$ cat config.mk
export PLATFORM = sky130hd
export DESIGN_NAME = ffa_queue
export DESIGN_NICKNAME = d
export VERILOG_FILES = /design/src/rtl/core/ffa_pkg.sv /design/src/rtl/core/ffa_queue.sv
export SDC_FILE = /design/constraint.sdc
export NUM_CORES = 1
export LEC_CHECK = 0
export ABC_CLOCK_PERIOD_IN_PS = 4760
export BUFFER_PORTS_ARGS = -buffer_cell sky130_fd_sc_hd__buf_2
export CORE_AREA = 2 2 78 80
export CTS_BUF_LIST = sky130_fd_sc_hd__clkbuf_16
export CTS_CLUSTER_SIZE = 28
export DETAILED_ROUTE_END_ITERATION = 10
export DIE_AREA = 0 0 80 82
export GPL_TIMING_DRIVEN = 0
export PLACE_DENSITY_LB_ADDON = 0.1
export SETUP_SLACK_MARGIN = 0.4
export SYNTH_ARGS = -nofsm -noshare
export SYNTH_HDL_FRONTEND = slang
export SYNTH_SLANG_ARGS = --single-unit
$ cat constraint.sdc
create_clock -name clock -period 4.76 [get_ports clock]
set_clock_uncertainty 0.05 [all_clocks]
set_input_delay 0.952 -clock clock [delete_from_list [all_inputs] [get_ports clock]]
set_output_delay 0.952 -clock clock [all_outputs]
set_load 0.02 [all_outputs]
$ cat src/rtl/core/ffa_pkg.sv
package ffa_pkg;

   typedef enum logic [1:0] {
      ST_OK      = 2'd0,
      ST_NOSPACE = 2'd1,
      ST_ZERO    = 2'd2,
      ST_BADPTR  = 2'd3
   } status_type;

   localparam logic FUNC_ALLOC = 1'b0;
   localparam logic FUNC_FREE  = 1'b1;

   localparam int SIZE_W  = 24;
   localparam int ADDR_W  = 12;
   localparam int NUNIT_W = 24;

   // classified request handed from front to back
   typedef struct packed {
      logic                func;
      status_type          pre_status;
      logic [NUNIT_W-1:0]  nunits;
      logic [ADDR_W-1:0]   hdr;
   } cmd_type;

endpackage

$ cat src/rtl/core/ffa_queue.sv
module ffa_queue (
   input  logic             clock,
   input  logic             reset,
   input  logic             push_valid,
   output logic             push_ready,
   input  ffa_pkg::cmd_type push_cmd,
   output logic             pop_valid,
   input  logic             pop_ready,
   output ffa_pkg::cmd_type pop_cmd
);
   import ffa_pkg::*;

   cmd_type    slot_ff [2];
   logic       wptr_ff, wptr_in;
   logic       rptr_ff, rptr_in;
   logic [1:0] cnt_ff, cnt_in;
   logic       do_push, do_pop;

   assign push_ready = (cnt_ff != 2'd2);
   assign pop_valid  = (cnt_ff != 2'd0);
   assign pop_cmd    = slot_ff[rptr_ff];
   assign do_push    = push_valid && push_ready;
   assign do_pop     = pop_valid && pop_ready;

   always_comb begin
      wptr_in = wptr_ff ^ do_push;
      rptr_in = rptr_ff ^ do_pop;
      cnt_in  = cnt_ff + 2'(do_push) - 2'(do_pop);
   end

   always_ff @(posedge clock) begin
      if (reset) begin
         wptr_ff <= 1'b0;
         rptr_ff <= 1'b0;
         cnt_ff  <= 2'd0;
      end else begin
         wptr_ff <= wptr_in;
         rptr_ff <= rptr_in;
         cnt_ff  <= cnt_in;
      end
      if (do_push) begin
         slot_ff[wptr_ff] <= push_cmd;
      end
   end

endmodule

* After elaboration in Yosys (flattened, before gate mapping)
Memories as Yosys holds them, arrays and structs flattened. A register that Yosys moved wholly into a read port is not among the register bits.
Cells that the tools add are included.
** Cells by class
- Divide/modulo/power cells :: 0
- Magnitude comparators :: 0
- Add/subtract/negate cells :: 2
- Bitwise operators :: 2
- Multipliers :: 0
- Reduce and logical (&&, ||, !) cells :: 3
- Multiplexer cells :: 3
- Eq/ne operators :: 1
- Shifts and indexed selects :: 0
** Operator list (count)
- 1-bit two-way mux :: 3
- 2-bit by 1-bit adder with 2-bit output :: 1
- 1-bit logical AND :: 2
- 2-bit inequality test (second input constant) :: 1
- 2-bit nonzero test :: 1
- 2-bit by 1-bit subtractor with 2-bit output :: 1
- 1-bit XOR :: 2
** Storage, ports and cells
- Bits in read-only memories :: 0
- Memories :: 1
- Output and inout bits :: 41
- Bits of input ports :: 43
- Flip-flop bits (word level) :: 4
- Latch bits :: 0
- Bits in writable memories :: 78
- Word-level logic and storage cells :: 15
** Memory list
- slot_ff :: words 2, width 39, read ports 1, clocked after Yosys merged registers in 1, write ports 1, RTL line ffa_queue.sv:13 : cmd_type slot_ff [2];

* Longest topological paths before layout
Gate-level depths: netlist of run 1.
- Depth in word-level cells :: 4
- Gate-level depth with buffers :: 6
- Gate-level depth less buffers :: 6

* Worst setup path before layout of run 1
OpenSTA, ideal clock, no wires.
- Kind :: in2reg
- Start point :: in push_valid
- End point :: mem slot_ff[0][0] (netlist bit) (enable)
- Stages on the path :: 2
- Setup time :: 0.400 ns
- Setup slack :: 2.262 ns
- Arrival time :: 2.047 ns
- Cells stage by stage :: and2_1 ha_1
** On the way
- Longest elaborated chain between the ends :: 3
** RTL lines
- from (decl) :: RTL line ffa_queue.sv:4 : input logic push_valid,
- 1-bit logical AND :: RTL line ffa_queue.sv:22 : assign do_push = push_valid && push_ready;
- 1-bit two-way mux :: RTL line ffa_queue.sv:41 : if (do_push) begin
- 1-bit two-way mux (implied by the code) :: RTL line ffa_queue.sv:42 : slot_ff[wptr_ff] <= push_cmd;
- to (decl) :: RTL line ffa_queue.sv:13
No other way between the ends.

==> results of run 1 <==
==> worst reg2reg max path, delay by kind of cell, from the launching register on <==
family	cells	cell delay [ps]
AND/OR/NAND/NOR	2	310
flip-flops	1	440
adder cells (fa/ha/maj)	1	810
==> registers in the layout, indices dropped and copies added, names as in the netlist <==
signal / flops
cnt_ff: 2
rptr_ff: 1
slot_ff: 78
wptr_ff: 1
==> layer usage <==
metal | routed length (µm) | track usage [%]
met1 | 1770 | 16.5
met2 | 2610 | 26.9
met3 | 290 | 3.85
met4 | 99 | 8.64
met5 | 0 | 0
==> metrics by stage <==
step	worst slack, ps	power (mW)
floorplan	2260	1.26
global placement	1730	1.40
detailed placement	2230	1.42
CTS	2230	2.05
global route	2170	2.11
finish	2280	2.02
==> area by class of cell <==
type | instances | area, µm²
repair buffers | 83 | 415
plain buffers | 4 | 20.0
flip-flops and latches | 82 | 2420
well taps | 75 | 93.8
clock inverters | 7 | 53.8
multi-input cells | 61 | 593
inverters | 1 | 3.75
fillers | 427 | 1920
clock buffers | 9 | 225
==> synth_stat cells <==
cell type	count	area, µm²
edfxtp_1	78	2340
mux2_2	39	439
nor2_1	5	18.8
buf_2	4	20.0
dfxtp_1	4	80.1
ha_1	2	25.0
nor2b_1	2	12.5
o21ai_0	2	10.0
a211oi_1	1	7.51
a21bo_1	1	10.0
a32oi_1	1	8.76
and2_1	1	6.26
and2b_1	1	7.51
and3_1	1	6.26
inv_1	1	3.75
mux2_1	1	11.3
nand2b_1	1	6.26
nand3_1	1	5.00
or2_2	1	6.26
xor2_1	1	8.76
==> logic make-up after synthesis <==
family | count (synthesis) | share of synthesized area [%]
muxes | 40 | 14.8
and+or+nand+nor | 13 | 2.27
DFF | 82 | 79.8
xor gates and xnor gates | 1 | 0.289
AOI/OAI and AO/OA | 5 | 1.20
adders and majority gates | 2 | 0.824
buffers and inverters | 5 | 0.783
==> power groups by stage <==
stage	clock network (mW)	registers (mW)	logic, mW
floorplan	0	0.929	0.336
global placement	0	0.934	0.465
detailed placement	0	0.939	0.479
CTS	0.642	0.924	0.481
global route	0.674	0.933	0.507
finish	0.628	0.923	0.472
==> worst max path at each step <==
stage / endpoint / from
after floorplan: slot_ff[0][0]$_DFFE_PP_ / push_valid
after global placement: slot_ff[0][1]$_DFFE_PP_ / push_valid
after detailed placement: slot_ff[0][19]$_DFFE_PP_ / push_valid
after CTS: pop_cmd[3] / rptr_ff$_SDFF_PP0_
after global routing: pop_cmd[36] / rptr_ff$_SDFF_PP0_
final: pop_cmd[0] / rptr_ff$_SDFF_PP0_
==> flow_summary_export.csv, run 1 <==
group,metric,value,unit
floorplanning,core_area,0.00575,mm²
timing,slew-limit-headroom,37.1,%
synth,avgSynthCellArea,20.5,µm²
timing,setup_tns,0,ps
synth,synth.distinct_cells,20,
placement,place_congestion,0.634,
clock_tree,cts_max_path_buffers,2,
worst_setup_path,cpPeakStageDelay,370,ps
timing,worst_pin_slew,943,ps
status,status,"completed",
clock_tree,cts_sinks,82,
synth,syn_inst,148,
pwr,powerDensity,529,mW/mm²
global_routing,grt_usage,15.1,%
floorplanning,rows,28,
worst_setup_path,ff2ff_setup_slack,2760,ps
worst_setup_path,crit_family,"buffers and inverters",
timing,post-route-period-util,52.2,%
global_routing,overflow,0,
pwr,p_int,1.49,mW
timing,slew_viol_final,0,
route,ant_nets,0,
worst_setup_path,crit_path_frequent_cell,"buf_2",
clock_tree,clockRootBuffer,"clkbuf_16",
route,vias,1584,
timing,rsz0062_at_grt,"false",
route,viasPerCell,4.92,
global_routing,grt_pass1_vias,1618,
clock_tree,ctsResizeCount,0,
clock_tree,cts_hold_buf,0,
pwr,comb_power_share,23.3,%
global_routing,grt_antenna_before_repair,0,
worst_setup_path,rr_startpoint,"cnt_ff[0]$_SDFF_PP0_",
timing,fmax,0.403,GHz
route,drt_iter0_drc,39,
placement,io_buffers,83,
worst_hold_path,hp-class,"flop to flop",
worst_setup_path,r2r_end,"slot_ff[0][31]$_DFFE_PP_",
worst_setup_path,crit_cells,3,
worst_setup_path,cp.required,3760,ps
timing,period_needed,2480,ps
timing,finalHoldViolCount,0,
floorplanning,start_util,52.8,%
worst_setup_path,worstSetupPathType,"flop to output pin",
route,drt_first_pass_iters,4,
pwr,clockPowerShare,31.0,%
synth,seq_area_frac_synth,79.8,%
cells_and_area,final_core_util,66.6,%
cells_and_area,final_cell_mix,"buf_2 (87), edfxtp_1 (78), mux2_2 (39)",
pwr,peakVddDrop,0.341,mV
worst_hold_path,hold_start,"wptr_ff$_SDFF_PP0_",
synth,syn_nets,193,
cells_and_area,final_common_cell,"buf_2",
route,wl_per_cell,14.8,µm
synth,syn_area,0.00304,mm²
cells_and_area,area_delta_synth_final,26.1,%
placement,place_hpwl,3230,µm
worst_hold_path,min_to,"wptr_ff$_SDFF_PP0_",
route,remaining_drc_errors,0,
route,wirelength,4760,µm
job,drv_cap,0,
global_routing,grt_max_degree,40,
timing,holdWs,543,ps
clock_tree,cts-htree-levels,3,
floorplanning,fp.dieW,80,µm
cells_and_area,nets,287,
clock_tree,cts_buffers,9,
pwr,p_leak,1.47,nW
synth,synth-seq-cells,82,
global_routing,grt_pass1_wl,7170,µm
clock_tree,path_clk_slew,50,ps
clock_tree,cts_setup_buffers,0,
worst_setup_path,crit_path_start_kind,"flop",
worst_setup_path,arrival,1480,ps
cells_and_area,finalNonFillerCells,322,
timing,setup-violations-final,0,
pwr,p_sw,538,µW
clock_tree,clock_latency,310,ps
synth,ys_warn_count,0,
cells_and_area,final_area,0.00383,mm²
pwr,netSwitchingFraction,26.6,%
worst_setup_path,crit_chain,"buf_2 -> mux2_2 -> buf_2",
cells_and_area,layout-drive-gt1-share,56.7,%
placement,place_area,0.00355,mm²
worst_setup_path,crit_buf_inv,2,
clock_tree,cts_tree,"done",
floorplanning,die_area,0.00656,mm²
worst_setup_path,cp_max_fo,10,
pwr,p_seq_share,45.6,%
cells_and_area,diodes,0,
worst_setup_path,reg2reg_depth,3,
worst_setup_path,crit_path_end_kind,"output pin",
worst_setup_path,cpMaxStageDelayCell,"mux2_2",
floorplanning,die_height,82,µm
placement,place_inst,306,
floorplanning,ios,84,
worst_hold_path,min_path_cells,3,
No activity file was read; power rests on OpenSTA's default activity.
==> run 2, diff against run 1 <==
Settings changed: ABC_AREA set to 1, ABC_CLOCK_PERIOD_IN_PS 4760 to 2300, CORE_AREA 2 2 78 80 to 2 2 81 83, DIE_AREA 0 0 80 82 to 0 0 83 85.
Clock period 4.76 ns to 2.3 ns, I/O delays scaled along.
==> run 2 against run 1 <==
Via count is 22% higher. Combinational power rose to 3.1 times the previous value. Flip-flop and latch count is the same. Synthesized area rose by 1.3%. Final area increased by 3.4%. Setup slack worse by 1800 ps. Critical path depth up 3. Cell count increased by 29%. Sequential power rose by 120%. First-iteration DRC count is 150% higher. Critical path type unchanged. Largest power group unchanged.
==> flow_summary_export.csv, run 2 <==
group,metric,value,unit
route,wl_per_cell,12.6,µm
clock_tree,cts-htree-levels,3,
cells_and_area,largestRegisters,"slot_ff: 78 flops, cnt_ff: 2 flops",
clock_tree,clock_latency,310,ps
timing,setup-violations-final,0,
worst_setup_path,reg2reg_depth,5,
job,drv_cap,0,
worst_setup_path,cpMaxStageDelayCell,"dfxtp_1",
route,drt_first_pass_iters,6,
route,ant_nets,0,
synth,avgSynthCellArea,12.9,µm²
pwr,peakVddDrop,0.823,mV
synth,async_flop_share,0,%
synth,synthTopCellsByArea,"edfxtp_1 (76%), nand2_1 (15%), dfxtp_1 (2.6%)",
floorplanning,ios,84,
global_routing,top_usage_layer,"met2",
worst_setup_path,cp_max_fo,10,
route,wirelength,5220,µm
global_routing,gr-usage-met2,26.5,%
floorplanning,rows,29,
cells_and_area,final_area,0.00396,mm²
cells_and_area,area_delta_synth_final,28.7,%
pwr,powerDensity,1270,mW/mm²
synth,ys_warn_count,0,
floorplanning,core_area,0.00620,mm²
timing,fmax,0.550,GHz
worst_hold_path,min_to,"slot_ff[0][6]$_DFFE_PP_",
floorplanning,die_area,0.00706,mm²
synth,synth_top_family_by_area,"simple AND/OR/NAND/NOR gates",
synth,synth.area.mux_share,0,%
global_routing,grt_usage,15.4,%
synth,synth-simple-area-share,16.6,%
synth,synth_xor_area_share,0.285,%
synth,syn_area,0.00308,mm²
timing,holdWs,277,ps
synth,syn_nets,283,
cells_and_area,nets,378,
timing,finalHoldViolCount,0,
worst_setup_path,worstSetupPathType,"flop to output pin",
route,viasPerCell,4.66,
worst_setup_path,rr_startpoint,"cnt_ff[0]$_SDFF_PP0_",
timing,worst_pin_slew,611,ps
timing,slew_viol_final,0,
synth,synthAdderAreaFrac,0.814,%
synth,syn_inst,238,
clock_tree,cts_tree,"done",
worst_setup_path,cp.required,1790,ps
synth,synth_edf_count,78,
cells_and_area,largest_reg_flops,78,
timing,slew-limit-headroom,59.1,%
route,drt_iter0_drc,96,
route,vias,1935,
cells_and_area,final_core_util,63.8,%
global_routing,grt_pass1_vias,1866,
global_routing,overflow,0,
cells_and_area,layout-drive-gt1-share,33.7,%
placement,place_hpwl,3240,µm
synth,synth_most_common_cell,"nand2_1",
timing,setup_tns,0,ps
global_routing,grt_pass1_wl,8380,µm
synth,synth_area_leader_cell,"edfxtp_1",
synth,synth_compound_area_share,0.325,%
worst_setup_path,crit_buf_inv,4,
placement,place_area,0.00360,mm²
route,remaining_drc_errors,0,
worst_setup_path,ff2ff_setup_slack,590,ps
worst_setup_path,crit_path_start_kind,"flop",
synth,synth-seq-cells,82,
cells_and_area,nFillCells,504,
cells_and_area,final_common_cell,"nand2_1",
pwr,p_leak,1.73,nW
placement,place_congestion,0.698,
synth,synth.distinct_cells,17,
worst_setup_path,arrival,1310,ps
global_routing,grt_use_met1,18.7,%
worst_setup_path,crit_path_end_kind,"output pin",
clock_tree,path_clk_slew,60,ps
synth,yosys.area.top_type_share,76.2,%
status,status,"completed",
synth,synthFlopType,"edfxtp_1",
global_routing,grt_antenna_before_repair,0,
floorplanning,die_height,85,µm
floorplanning,start_util,49.6,%
worst_hold_path,hp-class,"primary input to flop",
cells_and_area,top_register,"slot_ff",
worst_hold_path,min_path_cells,1,
clock_tree,cts_buffers,9,
worst_setup_path,r2r_end,"slot_ff[0][26]$_DFFE_PP_",
worst_setup_path,cpPeakStageDelay,290,ps
synth,synth_commonest_cells,"nand2_1 (122), edfxtp_1 (78), inv_1 (9), nor2_1 (5)",
timing,period_needed,1820,ps
global_routing,use_met3,5.35,%
clock_tree,clockRootBuffer,"clkbuf_16",
floorplanning,fp.dieW,83,µm
cells_and_area,diodes,0,
timing,rsz0062_at_grt,"true",
timing,post-route-period-util,79.0,%
worst_hold_path,hold_start,"push_cmd[6]",
synth,seq_area_frac_synth,78.8,%
global_routing,grt_max_degree,40,
placement,io_buffers,83,
clock_tree,cts_sinks,82,
worst_setup_path,crit_family,"buffers and inverters",
cells_and_area,final_cell_mix,"nand2_1 (122), buf_2 (87), edfxtp_1 (78)",
worst_setup_path,crit_chain,"buf_4 -> inv_2 -> buf_4 -> nand2_1 -> nand2_1 -> buf_2",
clock_tree,cts_max_path_buffers,2,
==> run 2: changes by cell type in the layout (fill, tap and decap cells not counted), sizes merged, moves of 2 or more <==
cell    delta
nand2    +123
mux2      -40
inv        +6
buf        +5
nor2       +3
bufinv     +2
nor2b      -2
==> run 2: final cells by class <==
type	count	area, µm²	area share [%]
clock buffers	9	225	5.69
clock inverters	7	108	2.72
repair buffers	83	415	10.5
well taps	77	96.3	2.43
inverters	10	37.5	0.948
flip-flops and latches	82	2420	61.2
plain buffers	9	68.8	1.74
multi-input cells	138	586	14.8
==> run 2: cells by family after synthesis <==
kind of cell / after synthesis
and+or+nand+nor: 132
DFF: 82
buffers and inverters: 19
AOI/OAI and AO/OA: 2
adders and majority gates: 2
xor gates and xnor gates: 1
==> run 2: stage by stage <==
stage          setup slack [ps]  std cells  power (mW)
2_1_floorplan               469        238        3.00
3_5_place_dp                254        398        3.49
4_1_cts                     456        415        5.08
5_1_grt                     379        415        5.30
6_report                    482        415        5.03
3_3_place_gp                228        398        3.48
==> run 2: worst max-delay path by stage <==
| stage | slack (ps) | cells after the start | startpoint | end |
|---|---|---|---|---|
| after global placement | 230 | 4 | push_valid | slot_ff[0][14]$_DFFE_PP_ |
| after CTS | 460 | 6 | rptr_ff$_SDFF_PP0_ | pop_cmd[37] |
| after global routing | 380 | 6 | rptr_ff$_SDFF_PP0_ | pop_cmd[15] |
| after detailed placement | 250 | 3 | push_valid | slot_ff[1][14]$_DFFE_PP_ |
| after floorplan | 470 | 5 | cnt_ff[0]$_SDFF_PP0_ | slot_ff[0][0]$_DFFE_PP_ |
| final | 480 | 6 | rptr_ff$_SDFF_PP0_ | pop_cmd[12] |
==> run 2: metal layers <==
layer | wire length (µm) | up-vias
li1 | - | 983
met1 | 2290 | 892
met2 | 2630 | 56
met3 | 268 | 4
met4 | 31 | 0
met5 | 0 | -
==> run 2: worst register-to-register path: cells and delay by family, from the launching register on <==
family / cells / cell delay (ps)
adder cells (fa/ha/maj): 1 / 520
buffers and inverters: 2 / 170
flip-flops: 1 / 360
AND/OR/NAND/NOR: 2 / 220
==> run 2: power by group <==
group	leakage, nW	total [mW]	switching, mW	internal (mW)
logic	0.806	1.46	1.00	0.460
clock network	0.164	1.56	0.515	1.05
registers	0.762	2.01	0.0654	1.94
total	1.73	5.03	1.58	3.45
==> run 2: timing repair <==
action | 4_1_cts | 5_1_grt
hold buffers | 0 | 0
pin swaps | 0 | 0
setup endpoints to repair | 78 | 6
gates resized for setup | 2 | 2
cloned | 1 | 0
buffers inserted | 0 | 0
