[src/rtl/core/ffa_pkg.sv]
package ffa_pkg;

   typedef enum logic [1:0] {
      ST_OK      = 2'd0,
      ST_NOSPACE = 2'd1,
      ST_ZERO    = 2'd2,
      ST_BADPTR  = 2'd3
   } status_type;

   localparam logic FUNC_ALLOC = 1'b0;
   localparam logic FUNC_FREE  = 1'b1;

   localparam int SIZE_W  = 24;
   localparam int ADDR_W  = 12;
   localparam int NUNIT_W = 24;

   // classified request handed from front to back
   typedef struct packed {
      logic                func;
      status_type          pre_status;
      logic [NUNIT_W-1:0]  nunits;
      logic [ADDR_W-1:0]   hdr;
   } cmd_type;

endpackage

[src/rtl/core/ffa_if.sv]
interface ffa_req_if;
   logic                       valid;
   logic                       ready;
   logic                       func;
   logic [ffa_pkg::SIZE_W-1:0] size_bytes;
   logic [ffa_pkg::ADDR_W-1:0] block_addr;

   modport source (output valid, func, size_bytes, block_addr, input ready);
   modport sink   (input valid, func, size_bytes, block_addr, output ready);
endinterface


[src/rtl/core/ffa_front.sv]
module ffa_front #(
   parameter int POOL_UNITS = 4096,
   parameter int UNIT_BYTES = 16
) (
   input  logic             clock,
   input  logic             reset,
   ffa_req_if.sink          req,
   output logic             cmd_valid,
   input  logic             cmd_ready,
   output ffa_pkg::cmd_type cmd
);
   import ffa_pkg::*;

   localparam int DW = SIZE_W + 1;
   localparam int SH = DW + $clog2(UNIT_BYTES);
   localparam int MW = DW + 1;
   localparam int PW = DW + MW;
   // reciprocal rounded up; exact for every biased byte count below 2**DW
   localparam longint unsigned RECIP =
      ((64'd1 << SH) + 64'(UNIT_BYTES) - 64'd1) / 64'(UNIT_BYTES);
   localparam logic [MW-1:0] RECIP_C = MW'(RECIP);

   logic            valid_ff, valid_in;
   cmd_type         cmd_ff, cmd_in;
   logic [DW-1:0]   num;
   logic [PW-1:0]   prod;
   logic [DW-1:0]   quo;
   logic            bad_ptr;

   assign req.ready = !valid_ff;
   assign cmd_valid = valid_ff;
   assign cmd       = cmd_ff;

   assign bad_ptr = (req.block_addr == '0) ||
                    ((32'(req.block_addr) - 32'd1) >= 32'(POOL_UNITS));

   // ceiling divide: bias, then multiply by the reciprocal and shift
   assign num  = DW'(req.size_bytes) + DW'(UNIT_BYTES - 1);
   assign prod = PW'(num) * PW'(RECIP_C);
   assign quo  = DW'(prod >> SH);

   always_comb begin
      valid_in = valid_ff;
      cmd_in   = cmd_ff;
      if (valid_ff && cmd_ready) begin
         valid_in = 1'b0;
      end
      if (req.valid && req.ready) begin
         cmd_in.func       = req.func;
         cmd_in.hdr        = req.block_addr - ADDR_W'(1);
         cmd_in.nunits     = '0;
         cmd_in.pre_status = ST_OK;
         valid_in          = 1'b1;
         if (req.func == FUNC_FREE) begin
            if (bad_ptr) begin
               cmd_in.pre_status = ST_BADPTR;
            end
         end else if (req.size_bytes == '0) begin
            cmd_in.pre_status = ST_ZERO;
         end else begin
            cmd_in.nunits = NUNIT_W'(quo) + NUNIT_W'(1);
         end
      end
   end

   always_ff @(posedge clock) begin
      if (reset) begin
         valid_ff <= 1'b0;
      end else begin
         valid_ff <= valid_in;
      end
      cmd_ff <= cmd_in;
   end

endmodule

[src/flat_wrapper.sv]
// flat-port wrapper written by rule: the top's interface ports become plain ports
module ffa_front_flat import ffa_pkg::*;
#(
   parameter int POOL_UNITS = 4096,
   parameter int UNIT_BYTES = 16
)
  (clock, reset, cmd_valid, cmd_ready, cmd, req_valid, req_func, req_size_bytes, req_block_addr, req_ready);
  ffa_req_if req_i ();
  input  logic clock;
  input  logic reset;
  output logic cmd_valid;
  input  logic cmd_ready;
  output ffa_pkg::cmd_type cmd;
  input wire logic [$bits(req_i.valid)-1:0] req_valid;
  input wire logic [$bits(req_i.func)-1:0] req_func;
  input wire logic [$bits(req_i.size_bytes)-1:0] req_size_bytes;
  input wire logic [$bits(req_i.block_addr)-1:0] req_block_addr;
  output wire logic [$bits(req_i.ready)-1:0] req_ready;
  assign req_i.valid = req_valid;
  assign req_i.func = req_func;
  assign req_i.size_bytes = req_size_bytes;
  assign req_i.block_addr = req_block_addr;
  assign req_ready = req_i.ready;
  ffa_front #(.POOL_UNITS(POOL_UNITS), .UNIT_BYTES(UNIT_BYTES)) u_core (.clock(clock), .reset(reset), .req(req_i), .cmd_valid(cmd_valid), .cmd_ready(cmd_ready), .cmd(cmd));
endmodule
[config.mk]
export PLATFORM = sky130hd
export DESIGN_NAME = ffa_front_flat
export DESIGN_NICKNAME = d
export VERILOG_FILES = /design/src/rtl/core/ffa_pkg.sv /design/src/rtl/core/ffa_if.sv /design/src/rtl/core/ffa_front.sv /design/src/flat_wrapper.sv
export SDC_FILE = /design/constraint.sdc
export NUM_CORES = 1
export LEC_CHECK = 0
export ABC_AREA = 1
export CAP_MARGIN = 25
export CORE_MARGIN = 5
export CORE_UTILIZATION = 60
export CTS_CLUSTER_SIZE = 10
export DETAILED_ROUTE_END_ITERATION = 8
export DONT_BUFFER_PORTS = 1
export GPL_ROUTABILITY_DRIVEN = 1
export PLACE_DENSITY = 0.77
export REMOVE_ABC_BUFFERS = 1
export SETUP_SLACK_MARGIN = 0.5
export SKIP_LAST_GASP = 1
export SLEW_MARGIN = 20
export SYNTH_ARGS = -nofsm -noshare
export SYNTH_HDL_FRONTEND = slang
export SYNTH_SLANG_ARGS = --single-unit
[constraint.sdc]
create_clock -name clock -period 2.55 [get_ports clock]
set_input_delay 0.51 -clock clock [delete_from_list [all_inputs] [get_ports clock]]
set_output_delay 0.51 -clock clock [all_outputs]
set_load 0.005 [all_outputs]
==> Word level (Yosys, flattened, before mapping) <==
Cells that the tools add are included.
{ "totals": {"ramBits": 0, "regBits": 40, "in_bits": 41, "word_cells": 23, "latch_bits": 0, "mem_bits_ro": 0, "n_memories": 0} }
{ "classes": {"bitwise": 0, "n_reduce_logical": 8, "shift": 0, "mul": 0, "n_addsub": 4, "n_eq_ne": 0, "muxes": 5, "div": 0, "n_lt_le_gt_ge": 1} }
{ "op_table": {"columns": ["cell", "count"], "rows": [
  ["$ge A32 B13 Y1 const B", 1],
  ["$add A24 B4 Y25 const B", 1],
  ["$logic_not A24 Y1", 1],
  ["$add A21 B1 Y22 const B", 1],
  ["$sub A12 B1 Y13 const B", 1],
  ["$logic_not A12 Y1", 1],
  ["$sub A12 B1 Y12 const B", 1],
  ["$mux W2", 3],
  ["$logic_and A1 B1 Y1", 2],
  ["$mux W1", 2],
  ["$reduce_bool A2 Y1", 1],
  ["$reduce_or A2 Y1", 1],
  ["$logic_not A1 Y1", 1],
  ["$logic_or A1 B1 Y1", 1]
]} }

==> Longest topological paths before layout <==
Gate-level depths: netlist of the first run.
{ "logic_depth": {"depth_word": 5, "depth_mapped": 17} }

==> Worst setup path after synthesis of the first run <==
Ideal clock, no wire load.
{ "synth_timing": {"path_kind": "input-to-reg", "from": "input port req_size_bytes[3]", "to": "register u_core.cmd_ff, in the netlist u_core.cmd[32], data pin", "t_arrival_ns": 1.950, "setup_time_ns": 0.249, "setup_slack_ns": 0.351, "n_path_buf": 0, "stages": 15, "required_ns": 2.301, "path_cell_list": "nor2_1 nand2_1 nand2_1 nand2_1 inv_1 ha_1 inv_1 nor2_1 nand2_1 nor2_1 nand3_1 nor2_1 nand3_1 nand2_1 inv_1"} }
{ "synth_between": {"elab_chain_len": 2} }
{ "synth_lines": {"columns": ["element", "line", "source"], "rows": [
  ["start, declared", "flat_wrapper.sv:16", "input wire logic [$bits(req_i.size_bytes)-1:0] req_size_bytes;"],
  ["$add A24 B4 Y25 / $logic_not A24 Y1 (equally long branches)", "ffa_front.sv:38, ffa_front.sv:58", null],
  ["$add A21 B1 Y22 / $reduce_or A2 Y1 (equally long branches)", null, null],
  ["end signal, assigned", "ffa_front.sv:72", "cmd_ff <= cmd_in;"],
  ["end, declared", "ffa_front.sv:24", "cmd_type cmd_ff, cmd_in;"]
]} }
Several ways; a longest one is shown, not always the timed one.
A chain may end at the register's enable or synchronous reset.

==> Worst setup path after layout of the first run <==
Same ends and word-level chain as after synthesis.

==> results.tsv, run 1 <==
stage	metric	value	unit
detailed_routing	ANT nets after route	0	
placement	port bufs	0	
floorplanning	Core Region	4414	sq um
floorplanning	Die Area	6079	sq um
detailed_routing	DR WL/cell	13.54	um
timing	min cycle time layout	1908	ps
global_route	largest net degree at the start of global routing	38	
synth	synthesized instance count	377	
timing	fin crit share	74.83	%
clock_network	clk buf depth	2	
clock_network	TritonCTS Buffers	5	
synth	number of flops mapped to enable cells by yosys	37	
floorplanning	Die H	77.97	um
setup_path	startpoint types	input port	
global_route	first-pass GRT wire length	9887	um
setup_path	CP Capture Type	register	
final_layout	number of nets in the layout	430	
timing	Hold WS	293.6	ps
detailed_routing	DRC violations left	0	
final_layout	ANT cells	0	
final_layout	area occupied by multi-input gates	1453	sq um
clock_network	Clock transition at path regs	70	ps
floorplanning	Top Ports	82	
timing	Final setup violation count	0	
timing	TNS Setup	0	ps
placement	dpl cell area	2844	sq um
global_route	vias in the first global route	2154	
timing	Slew Limit Fails	0	
floorplanning	starting density of the core	62.78	%
clock_network	later-pin clock latency in the skew report	280	ps
clock_network	CTS tree	done	
clock_network	CTS root buf	clkbuf_8	
detailed_routing	WL final	5957	um
global_route	GRT Overall Usage	19.82	%
synth	Yosys top cell area share	40.09	%
synth	Mapped Area	2771	sq um
synth	Most used DFF post-synth	edfxtp_1	
clock_network	cts hold-fix bufs	0	
synth	Synth area leader	edfxtp_1	
synth	Syn. warnings	0	
power_and_ir_drop	Pleak	0.001295	uW
final_layout	layout cells sized above 1	17.01	%
worst_hold_path	Hold Crit Class	input port to register	
detailed_routing	violation count after the first detailed-routing iteration	124	
setup_path	worst-path fanout max	15	
synth	Mapped Avg Cell Area	7.351	sq um
global_route	initial antenna violation count	0	
placement	Placer Congestion	0.9349	
timing	unrepaired setup endpoints after global routing	false	
detailed_routing	Vias/cell	5.357	
synth	fraction of registers with async set or reset after synthesis	0	%
timing	fmax	524.1	MHz
final_layout	P&R area growth vs syn	7.178	%
setup_path	CP Data Arrival Time	1960	ps
timing	Worst Skew	6.490	ps
clock_network	CTS sink count	38	
final_layout	area occupied by registers	1131	sq um
job	max-cap violations	0	
synth	most frequent cell after synthesis	nand2_1	
final_layout	fin util	67.29	%
setup_path	worst setup path class	input port to register	
synth	sequential area share after synthesis	40.81	%
clock_network	H-tree depth	2	
synth	top cells by area, synth	edfxtp_1 (40%), nand2_1 (13%), inv_1 (7.3%)	
synth	synth cell count leaders	nand2_1 (97), inv_1 (54), nor2_1 (54)	
status	status	complete, no violations	
timing	Fin. Hold Viols	0	
synth	register bit total from synthesis	38	
detailed_routing	First-pass DRT Iterations	4	
worst_hold_path	hold wc startpoint	reset	
power_and_ir_drop	PwrDens	444.1	nW/um^2
power_and_ir_drop	peak supply drop	0.2276	mV
setup_path	Setup crit start	req_size_bytes[3]	
final_layout	post-route cell area	2970	sq um
placement	DPL Wire Length	4836	um
floorplanning	die width	77.97	um
synth	post-synthesis cell type count	28	
floorplanning	Core Rows	24	
final_layout	Filler cells	398	
global_route	grt ovf	0	
setup_path	R2R Path Start	u_core.cmd_valid	
setup_path	Critical Path RT	2600	ps
detailed_routing	vias post-DR	2357	
==> layout make-up <==
cell class	count	share of cell area (%)
timing repair buffer	5	1.264
sequential	38	38.08
clock inverter	2	0.2949
tap	52	2.190
inverter	54	6.824
clock buffer	6	2.443
multi-input combinational	283	48.90
==> metrics by stage <==
stage	setup slack [ps]	power, uW	instances
after detailed placement	246.3	952.1	431
after CTS	551.8	1326	439
final	641.9	1319	440
after floorplan	137.6	909.6	375
after global placement	320.9	947.6	431
after global routing	471.4	1388	440
==> worst paths after layout <==
check / endpoint / slack (ps) / cells past startpoint
worst max-delay path: u_core.cmd[32] / 640 / 10
worst min-delay path: u_core.cmd_valid / 290 / 1
worst max register to register: u_core.cmd[18] / 1270 / 4
worst min register to register: u_core.cmd_valid / 600 / 3
==> registers in the layout, summed over array words and instances (netlist names) <==
name / cells
u_core.cmd: 37
u_core.cmd_valid: 1
==> layer usage <==
layer | up-vias | GRT usage [%] | routed length, um
met4 | 0 | 6.926 | 36
li1 | 1233 | - | -
met2 | 93 | 32.05 | 2824
met5 | - | 0 | 0
met1 | 1027 | 26.10 | 2624
met3 | 4 | 4.514 | 471
==> layout by cell type, fill, tap and decap left out, types with 7 or more instances in the layout <==
| master | n |
|---|---|
| nand2_1 | 93 |
| nor2_4 | 10 |
| edfxtp_1 | 37 |
| nand3_1 | 21 |
| nor2_2 | 13 |
| inv_1 | 53 |
| nand2_2 | 23 |
| nor2_1 | 48 |
| nor3_1 | 9 |
| nand4_1 | 9 |
| a21oi_1 | 12 |
| xor2_1 | 7 |
| o21ai_0 | 13 |
==> report_power, final <==
group | switching (uW) | internal, uW | leakage [uW] | total (uW)
combinational | 123 | 60.2 | 0.000882 | 183
sequential | 21.0 | 738 | 0.000370 | 759
clock | 190 | 188 | 0.0000426 | 377
==> cell families (layout without fill, tap and decap cells) <==
family / Yosys count / after routing / share of synthesized area [%]
AO/OA/AOI/OAI: 28 / 28 / 5.282
buffers and inverters: 58 / 67 / 8.397
other: 1 / 3 / 0.1353
adder cells (fa/ha/maj): 2 / 2 / 0.9028
AND/OR/NAND/NOR: 240 / 240 / 41.31
XOR/XNOR: 10 / 10 / 3.160
flip-flops: 38 / 38 / 40.81
==> timing repair <==
item | 4_1_cts | 5_1_grt
setup endpoints to repair | 0 | 10
buffers inserted | 0 | 1
resized for setup | 0 | 14
==> critical path, cell delays in order <==
cell	delay [ps]
nor2_2	120
nand3b_1	160
nor3_1	270
nand4_1	240
nand2_1	150
inv_1	210
nand2_1	120
nand3_1	70
nand2_1	60
inv_1	30
Power figures use the tool's default switching activity.
==> run 2, diff against run 1 <==
--- a/config.mk
+++ b/config.mk
@@ -5,7 +5,7 @@
 export SDC_FILE = /design/constraint.sdc
 export NUM_CORES = 1
 export LEC_CHECK = 0
-export ABC_AREA = 1
+export ABC_AREA = 0
 export CAP_MARGIN = 25
 export CORE_MARGIN = 5
 export CORE_UTILIZATION = 60
==> constraint.sdc (replaced) <==
create_clock -name clock -period 1.85 [get_ports clock]
set_input_delay 0.37 -clock clock [delete_from_list [all_inputs] [get_ports clock]]
set_output_delay 0.37 -clock clock [all_outputs]
set_load 0.005 [all_outputs]
==> run 2 against run 1 <==
  * The flow now finishes with violations (setup timing)
  * Critical path type unchanged
  * Die area down 17%
  * Sequential power up 38%
  * Largest power group unchanged
  * Total power up 43%
  * Non-clock buffer count up 36
  * Via count down 20%
  * Largest cell class unchanged
==> results.tsv, run 2 <==
stage	metric	value	unit	change
synth	Syn. warnings	0		unchanged
power_and_ir_drop	Total Power	1882	uW	+43%
detailed_routing	violation count after the first detailed-routing iteration	140		+13%
final_layout	max reg flops	37		unchanged
final_layout	layout cells sized above 1	34.12	%	+17 points
final_layout	most frequent cells in the layout	edfxtp_1 (37), buf_4 (31), nor2_1 (24)		
synth	Mapped Avg Cell Area	10.53	sq um	+43%
final_layout	number of nets in the layout	297		-31%
synth	fraction of registers with async set or reset after synthesis	0	%	unchanged
detailed_routing	First-pass DRT Iterations	4		unchanged
power_and_ir_drop	peak supply drop	0.2999	mV	+32%
power_and_ir_drop	Pleak	0.001096	uW	-15%
synth	Synth area leader	edfxtp_1		
floorplanning	Die Area	5018	sq um	-17%
placement	dpl cells	280		-35%
synth	synthesized instance count	211		-44%
synth	sequential area share after synthesis	50.93	%	+10 points
synth	Mapped Area	2221	sq um	-20%
timing	min cycle time layout	2117	ps	
placement	port bufs	0		unchanged
synth	post-synthesis cell type count	49		+75%
timing	Fin. Hold Viols	0		unchanged
synth	synth cell count leaders	edfxtp_1 (37), nor2_1 (27), xor2_1 (19)		
floorplanning	die width	70.84	um	-9.1%
floorplanning	Core Region	3633	sq um	-18%
detailed_routing	ANT nets after route	0		unchanged
final_layout	Filler cells	204		-49%
clock_network	H-tree depth	2		unchanged
clock_network	CTS sink count	38		unchanged
detailed_routing	Vias/cell	6.228		+16%
detailed_routing	WL final	5920	um	-0.62%
setup_path	Setup crit start	req_size_bytes[2]		
clock_network	Clock transition at path regs	80	ps	about the same
clock_network	later-pin clock latency in the skew report	280	ps	about the same
synth	register bit total from synthesis	38		unchanged
setup_path	Critical Path RT	2000	ps	-600 ps
status	status	complete, but fails checks		
job	max-cap violations	0		unchanged
setup_path	startpoint types	input port		
synth	number of flops mapped to enable cells by yosys	37		unchanged
final_layout	non-filler instance count after layout	303		-31%
global_route	GRT Overall Usage	20.94	%	+1.1 points
timing	unrepaired setup endpoints after global routing	true		
status	failing checks	setup timing		
clock_network	clk buf depth	2		unchanged
timing	final worst slack	-267.2	ps	-909.1 ps
floorplanning	starting density of the core	61.12	%	-1.7 points
setup_path	worst-path fanout max	3		-12
detailed_routing	DR WL/cell	19.54	um	+44%
timing	fmax	472.3	MHz	
global_route	grt ovf	0		unchanged
clock_network	CTS tree	done		
timing	Worst Skew	4.680	ps	-1.810 ps
detailed_routing	vias post-DR	1887		-20%
final_layout	commonest non-fill, non-tap cell in the layout	edfxtp_1		
floorplanning	Core Rows	22		-8.3%
setup_path	CP Capture Type	register		
setup_path	Worst Setup EP	u_core.cmd[30]		
clock_network	CTS root buf	clkbuf_8		
placement	Placer Congestion	0.8604		-8.0%
global_route	first-pass GRT wire length	8438	um	-15%
setup_path	CP Data Arrival Time	2270	ps	+310 ps
floorplanning	Die H	70.84	um	-9.1%
timing	Slew Limit Fails	0		unchanged
synth	Most used DFF post-synth	edfxtp_1		
global_route	vias in the first global route	1781		-17%
timing	Final setup violation count	8		+8
setup_path	path depth of the worst reg2reg path	2		-2
setup_path	flop2flop setup slack	580	ps	-690 ps
timing	fin crit share	114.4	%	
synth	top cells by area, synth	edfxtp_1 (50%), xor2_1 (7.5%), nor2_1 (4.6%)		
synth	most frequent cell after synthesis	edfxtp_1		
placement	DPL Wire Length	3940	um	-19%
power_and_ir_drop	PwrDens	647.9	nW/um^2	+46%
placement	DP Worst Slack	-501.8	ps	-748.2 ps
global_route	largest net degree at the start of global routing	38		unchanged
global_route	initial antenna violation count	0		unchanged
final_layout	ANT cells	0		unchanged
final_layout	P&R area growth vs syn	30.82	%	
setup_path	R2R Path Start	u_core.cmd_valid		
clock_network	TritonCTS Buffers	5		unchanged
synth	Yosys top cell area share	50.03	%	+9.9 points
setup_path	worst setup path class	input port to register		
clock_network	cts hold-fix bufs	0		unchanged
worst_hold_path	Hold Crit Class	input port to register		
setup_path	reg2reg end	u_core.cmd[1]		
detailed_routing	DRC violations left	0		unchanged
floorplanning	Top Ports	82		unchanged
worst_hold_path	hold wc startpoint	reset		
[run 2: changes by cell type after synthesis, sizes merged, moves of 8 or more]
cell	delta
nand2	-101
nor2	-44
inv	-43
nand3	-16
xor2	+12
o21ai	-10
a21oi	-8
[run 2: area by class of cell]
| cell class | count | area [sq um] | area share (%) |
|---|---|---|---|
| multi-input cells | 157 | 1200 | 41.30 |
| flip-flops and latches | 38 | 1131 | 38.93 |
| repair buffers | 41 | 381.6 | 13.14 |
| clock buffers | 7 | 86.33 | 2.972 |
| well taps | 48 | 60.06 | 2.067 |
| inverters | 11 | 41.29 | 1.421 |
| clock inverters | 1 | 5.005 | 0.1723 |
[run 2: what timing repair did]
action,in CTS,in global routing
setup buffers,6,7
pin swaps,14,28
setup endpoints to repair,23,24
cloned,0,2
resized for setup,20,27
[run 2: per-layer routing]
| layer | part of all wire [%] | vias to the layer above | track usage [%] | routed length (um) |
|---|---|---|---|---|
| met1 | 37 | 904 | 24.86 | 2173 |
| met4 | 3.0 | 0 | 10.65 | 176 |
| met5 | 0 | - | 0 | 0 |
| li1 | - | 848 | - | - |
| met2 | 50 | 119 | 34.60 | 2983 |
| met3 | 9.9 | 16 | 5.966 | 586 |
[run 2: where the power goes]
part / switching [uW] / internal, uW / leakage [uW]
Clock: 276 / 301 / 0.0000482
Sequential: 32.2 / 1020 / 0.000369
Combinational: 132 / 124 / 0.000678
[run 2: cell families after synthesis]
logic type / after synthesis / synth area share, %
flops: 38 / 50.93
mux: 4 / 1.972
other cells: 1 / 0.1689
simple gates: 97 / 22.48
buf+inv: 18 / 3.662
xor+xnor: 29 / 11.44
fa+ha+maj: 3 / 1.577
compound gates: 21 / 7.774
[run 2: worst min path at each step]
| stage | endpoint | slack [ps] | depth (start not counted) |
|---|---|---|---|
| finish | u_core.cmd_valid | 160 | 1 |
| global route | u_core.cmd_valid | 160 | 1 |
| CTS | u_core.cmd_valid | 150 | 1 |
| detailed placement | u_core.cmd_valid | 450 | 1 |
| global placement | u_core.cmd_valid | 450 | 1 |
| floorplan | u_core.cmd_valid | 450 | 1 |
[run 2: metrics by stage]
stage	util, %	setup TNS [ps]	cell area [sq um]	hold slack [ps]
2_1_floorplan	-	-25590	2188	448.5
3_3_place_gp	67.46	-5452	2451	449.9
3_5_place_dp	67.46	-6042	2451	453.7
4_1_cts	74.00	-799.6	2689	153.4
5_1_grt	79.96	-1891	2905	157.7
6_report	79.96	-1252	2905	157.9
[run 2: worst max-delay path, stage by stage]
cell and delay (ps):
o41a_1 440, xnor2_1 190, ha_2 220, nand4_1 120, a221oi_2 210, a31oi_1 170, or3_1 420, a21oi_2 120
